**src/rtl/sstg_pkg.sv**
```systemverilog
package sstg_pkg;

   // field widths
   localparam int FREQ_W = 19;
   localparam int DUR_W  = 24;
   localparam int PERM_W = 12;
   localparam int TIME_W = 25;

   // product of frequency and sweep factor
   localparam int DIV_W = FREQ_W + PERM_W;
   localparam int CNT_W = 5;

   // division by 1000 as a shift by 3 and a reciprocal multiply for 125
   localparam int SCALE_SHIFT = 3;
   localparam int RECIP_W     = 29;
   localparam int RECIP_SHIFT = 35;
   localparam int MUL_W       = DIV_W - SCALE_SHIFT + RECIP_W;
   localparam int QUOT_W      = MUL_W - RECIP_SHIFT;
   localparam logic [RECIP_W-1:0] RECIP_125 = 29'd274877907;

   // arithmetic constants
   localparam logic [FREQ_W-1:0] HALF_SECOND_TICKS = 19'd500000;
   localparam logic [FREQ_W-1:0] FREQ_MAX          = 19'd500000;
   localparam logic [FREQ_W-1:0] FREQ_MIN          = 19'd1;
   localparam logic [FREQ_W-1:0] PERMILLE          = 19'd1000;
   localparam logic [PERM_W-1:0] FACTOR_RESET      = 12'd1000;

   // iteration count of the divider
   localparam logic [CNT_W-1:0] HP_ITERS = CNT_W'(FREQ_W);

   // item kinds
   localparam logic KIND_START = 1'b0;
   localparam logic KIND_TICK  = 1'b1;

   typedef enum logic [2:0] {
      ST_IDLE,
      ST_HP_LOAD,
      ST_HP_RUN,
      ST_FREQ_LOAD,
      ST_FREQ_RUN
   } state_type;

   typedef struct packed {
      logic                kind;
      logic [FREQ_W-1:0]   start_freq;
      logic [DUR_W-1:0]    duration_us;
      logic [PERM_W-1:0]   sweep_permille;
   } req_item_type;

   typedef struct packed {
      logic load_item;
      logic div_load_hp;
      logic write_hp;
      logic scale_freq;
      logic write_freq;
      logic rsp_load;
   } cmd_type;

   typedef struct packed {
      logic need_period;
      logic div_done;
   } status_type;

endpackage

```
**src/rtl/sstg_ctrl.sv**
```systemverilog
module sstg_ctrl (
   input  logic                 clock,
   input  logic                 reset,
   input  logic                 req_valid,
   output logic                 req_ready,
   output logic                 rsp_valid,
   input  logic                 rsp_ready,
   input  sstg_pkg::status_type status,
   output sstg_pkg::cmd_type    cmd
);
   import sstg_pkg::*;

   state_type state_ff, state_in;
   logic      rsp_valid_ff, rsp_valid_in;
   logic      accept;

   // a new item is taken only when idle and the result slot is free or draining
   assign req_ready = (state_ff == ST_IDLE) && (!rsp_valid_ff || rsp_ready);
   assign accept    = req_valid && req_ready;
   assign rsp_valid = rsp_valid_ff;

   // next state
   always_comb begin
      state_in = state_ff;
      unique case (state_ff)
         ST_IDLE: begin
            if (accept && status.need_period) state_in = ST_HP_LOAD;
         end
         ST_HP_LOAD: state_in = ST_HP_RUN;
         ST_HP_RUN: begin
            if (status.div_done) state_in = ST_FREQ_LOAD;
         end
         ST_FREQ_LOAD: state_in = ST_FREQ_RUN;
         ST_FREQ_RUN: state_in = ST_IDLE;
         default: state_in = ST_IDLE;
      endcase
   end

   // command outputs
   always_comb begin
      cmd = '0;
      unique case (state_ff)
         ST_IDLE: begin
            cmd.load_item = accept;
            cmd.rsp_load  = accept && !status.need_period;
         end
         ST_HP_LOAD: cmd.div_load_hp = 1'b1;
         ST_HP_RUN: cmd.write_hp = status.div_done;
         ST_FREQ_LOAD: cmd.scale_freq = 1'b1;
         ST_FREQ_RUN: begin
            cmd.write_freq = 1'b1;
            cmd.rsp_load   = 1'b1;
         end
         default: cmd = '0;
      endcase
   end

   // result valid flag
   always_comb begin
      rsp_valid_in = rsp_valid_ff;
      if (cmd.rsp_load) rsp_valid_in = 1'b1;
      else if (rsp_ready) rsp_valid_in = 1'b0;
   end

   always_ff @(posedge clock) begin
      if (reset) begin
         state_ff     <= ST_IDLE;
         rsp_valid_ff <= 1'b0;
      end else begin
         state_ff     <= state_in;
         rsp_valid_ff <= rsp_valid_in;
      end
   end

endmodule

```
**config.mk**
```make
export PLATFORM = sky130hd
export DESIGN_NAME = sstg_ctrl
export DESIGN_NICKNAME = d
export VERILOG_FILES = /design/src/rtl/sstg_pkg.sv /design/src/rtl/sstg_ctrl.sv
export SDC_FILE = /design/constraint.sdc
export NUM_CORES = 1
export LEC_CHECK = 0
export ABC_AREA = 1
export BUFFER_PORTS_ARGS = -buffer_cell sky130_fd_sc_hd__buf_2
export CORE_AREA = 5 5 42 44
export CTS_CLUSTER_DIAMETER = 120
export DETAILED_ROUTE_END_ITERATION = 8
export DIE_AREA = 0 0 47 49
export RECOVER_POWER = 50
export SLEW_MARGIN = 20
export SYNTH_ARGS = -nofsm -noshare
export SYNTH_HDL_FRONTEND = slang
export SYNTH_SLANG_ARGS = --single-unit
```
**constraint.sdc**
```tcl
create_clock -name clock -period 1.7 [get_ports clock]
set_input_delay 0.255 -clock clock [delete_from_list [all_inputs] [get_ports clock]]
set_output_delay 0.255 -clock clock [all_outputs]
set_load 0.1 [all_outputs]
```
---- Word level (Yosys, flattened, before mapping) ----
Cells that the tools add are included.
word-level totals
  flip-flop bits (word level) ............. 4
  bits in latches ......................... 0
  RAM bits ................................ 0
  ROM bits ................................ 0
  memories ................................ 0
operators by class
  $add $sub $neg .......................... 0
  multipliers ............................. 0
  divide/modulo/power cells ............... 0
  order comparisons ....................... 0
  equality and inequality tests ........... 6
  shift operators ......................... 0
  mux-type cells .......................... 11
  bitwise operators ....................... 0
  reductions and logical operators ........ 10
operators by type and width
  kind                                           number
  case mux 3 bit (4 select lines)                1
  two-way mux 1 bit                              7
  == test 3 x 2 -> 1 bit, second input constant  2
  two-way mux 3 bit                              2
  logical AND 1 bit                              4
  == test 3 x 1 -> 1 bit, second input constant  1
  == test 3 bit, second input constant           1
  zero test 3 bit                                1
  zero test 1 bit                                2
  != test 2 x 1 -> 1 bit, second input constant  1
  != test 2 bit, second input constant           1
  case mux 1 bit (2 select lines)                1
  AND reduction 2 bit                            1
  nonzero test 2 bit                             1
  logical OR 1 bit                               1

---- Depth between registers and ports, before layout ----
  depth in word-level cells ............... 7
  depth in mapped cells ................... 7

---- Worst setup path before layout ----
No wires, ideal clock.
  path kind ............................... flip-flop to output port
  start ................................... register rsp_valid_ff, in the netlist rsp_valid
  end ..................................... output port cmd[5] in the netlist's numbering
  arrival time ............................ 2.142 ns
  slack ................................... -0.697 ns
  stages on the path, launching flop included .. 6
  buffers on the path ..................... 0
  cells stage by stage .................... dfxtp_1 inv_1 nor2_4 nor2_4 nand2_1 inv_1
RTL lines
  item                    RTL line         source
  start, declared         sstg_ctrl.sv:14  logic rsp_valid_ff, rsp_valid_in;
  start signal, assigned  sstg_ctrl.sv:71  rsp_valid_ff <= rsp_valid_in;
  end, declared           sstg_ctrl.sv:9   output sstg_pkg::cmd_type cmd

---- Worst setup path after layout ----
  start ................................... register state_ff[0]
  end ..................................... output port req_ready
between the ends
  longest elaborated chain between the ends .. 2
ends and longest elaborated chain
  item                    RTL line         source
  start, declared         sstg_ctrl.sv:13  state_type state_ff, state_in;
  start signal, assigned  sstg_ctrl.sv:70  state_ff <= state_in;
  zero test 3 bit         sstg_ctrl.sv:18  assign req_ready = (state_ff == ST_IDLE) && (!rsp_valid_ff || rsp_ready);
  logical AND 1 bit       sstg_ctrl.sv:18
  end, declared           sstg_ctrl.sv:5   output logic req_ready,
No other way between the ends.

==> impl_metrics.ini <==
[layout]
diodes = 0
fin_nets = 61
final_cell_area_um2 = 408
area_growth_syn_to_layout_pct = 59.0
drive_above_1_share_pct = 55.6
nFillCells = 169

[cts]
clockRootBuffer = clkbuf_4
cts_resized = 0
cts_setup_buffers = 0
cts_tree = built
clk_path_buf_depth = 2
holdBufCountCts = 0
cts_made_buffers = 3
clkTransAtPathRegs_ns = 0.04
cts.sinks = 4
insertion_delay_ns = 0.23
htreeDepth = 1

[floorplan]
chipHeight_um = 49
die-area_um2 = 2300
core_area_um2 = 1400
die_w_um = 47
fp-row-count = 14
start_util_pct = 18.3
io_pins = 14

[synthesis]
synth_seq_cells = 4
ys_seq_area_share_pct = 31.2
yosysTopAreaCellShare_pct = 31.2
syn_nets = 44
postSynthCellCount = 38
yosysTopAreaCell = dfxtp_1
yosys-top-cells-area = dfxtp_1 31%, inv_1 13%, nor2_4 13%
yosysWarnings = 0
yosysUniqueCellTypes = 12
avgSynthCellArea_um2 = 6.75
synth.cell_area_um2 = 256

[timing]
fin_skew_ns = 0.00502
period_minus_slack_ns = 1.61
layout_setup_ws_ns = 0.0925
slew_headroom_pct = 64.0
worst_slew_pin_slew_ns = 0.543
finalMaxSlewViolations = 0
grt_setup_unrepaired = false
finalSetupViolCount = 0
max_freq_mhz = 622
hold_slack_ns = 0.223
hold_viol = 0
tns_ns = 0
fin_crit_sh_pct = 94.6

[worst_setup_path]
slowest_stage = buf_2
cp_cell_sequence = nor2_4 > nand2_2 > nor2_4 > buf_2
cp-endpoint = req_ready
setup.worst_path.start_class = register
crit_fanout = 4
crit_top_cell = nor2_4
ff2ff_setup_slack_ns = 0.70
cp.depth = 4
worstSetupStartpoint = state_ff[0]
r2r-start = state_ff[0]
rr_worst_depth = 7
cp_data_arrival_time_ns = 1.35
max_stage_delay_ns = 0.43
cp-end-kind = primary output
rr_endpoint = rsp_valid
cp_top_family = buffers and inverters
crit_required_ns = 1.44
worstSetupPathType = reg2out
worst-path-buf-inv = 1

[placed_design]
port_buffers = 13
finalWeightedCongestion = 0.648
place_ws_ns = 0.325
dpl.hpwl_um = 509
dpl_cell_area_um2 = 382

[detailed_routing]
drc = 0
wl_per_cell_um = 7.99
first_iter_violations = 4
vias_per_cell = 3.61
vias = 253
wl_um = 559
drt_first_pass_iters = 4
ant_nets = 0

[status]
status = complete, no violations

[run]
cap_violations = 0

[pwr]
p_per_area_nw_per_um2 = 1510
ir_worst_vdd_v = 0.000371
p_leak_nw = 0.225
power.total_mw = 0.616

[grt]
grt_usage_pct = 5.43
overflow = 0
grt_max_degree = 7
grt_pass1_vias = 236
antenna_found_initial = 0
grt_pass1_wl_um = 910

[min_path]
hp-class = in2reg
## cell families (layout without fill, tap and decap cells)
group	after synthesis	after routing	share of synthesized area [%]
and+or+nand+nor	22	22	48.8
buffers and inverters	11	27	17.6
DFF	4	4	31.2
AOI/OAI and AO/OA	1	1	2.44
## stage by stage
step           utilization (%)  std cells
3_5_place_dp              27.2         66
4_1_cts                   29.1         70
5_1_grt                   29.1         70
3_3_place_gp              27.2         66
6_report                  29.1         70
2_1_floorplan                -         38
## Yosys cell counts
master,count
nand3_2,2
nor3_1,2
nand2_1,8
nand2_2,1
inv_2,1
inv_1,9
nor4_1,1
buf_4,1
a31oi_1,1
nor2_1,5
nor2_4,3
dfxtp_1,4
## cells in the final DEF, fill, tap and decap left out, drive strengths merged
master | Yosys | layout
inv | 10 | 9
nor2 | 8 | 8
nand2 | 9 | 9
nor3 | 2 | 2
nand3 | 2 | 2
clkinvlp | 0 | 1
a31oi | 1 | 1
buf | 1 | 11
clkbuf | 0 | 6
dfxtp | 4 | 4
nor4 | 1 | 1
## state kept, by name, summed over array words and instances (netlist names)
signal / cells
rsp_valid: 1
state_ff: 3
## how the worst min path moves through the flow
stage                              to  depth (start not counted)  start  slack (ns)
after floorplan           state_ff[1]                          1  reset        0.33
after global placement    state_ff[2]                          2  reset        0.46
after detailed placement  state_ff[2]                          2  reset        0.47
after CTS                 state_ff[2]                          2  reset        0.21
after global routing      state_ff[2]                          2  reset        0.22
final                     state_ff[2]                          2  reset        0.22
## report_power, final
group	leakage (nW)	switching [mW]	internal, mW
Sequential	0.0335	0.0163	0.107
Combinational	0.177	0.280	0.0866
Clock	0.0150	0.0381	0.0880
Total	0.225	0.335	0.282
## final cells by class
class / count / area [um^2] / area share, %
Multi-Input combinational cell: 23 / 141 / 34.7
Timing Repair Buffer: 13 / 95.1 / 23.3
Sequential cell: 4 / 83.8 / 20.6
Inverter: 10 / 41.3 / 10.1
Clock buffer: 4 / 26.3 / 6.44
Tap cell: 16 / 20.0 / 4.91
## routing by layer
layer / share of wire (%) / GRT usage, % / vias to the layer above
met5: 0 / 0 / -
met4: 0 / 2.76 / 0
met3: 7.5 / 2.21 / 0
met2: 47 / 7.69 / 6
met1: 45 / 6.83 / 101
li1: - / - / 146
Power figures use the tool's default switching activity.
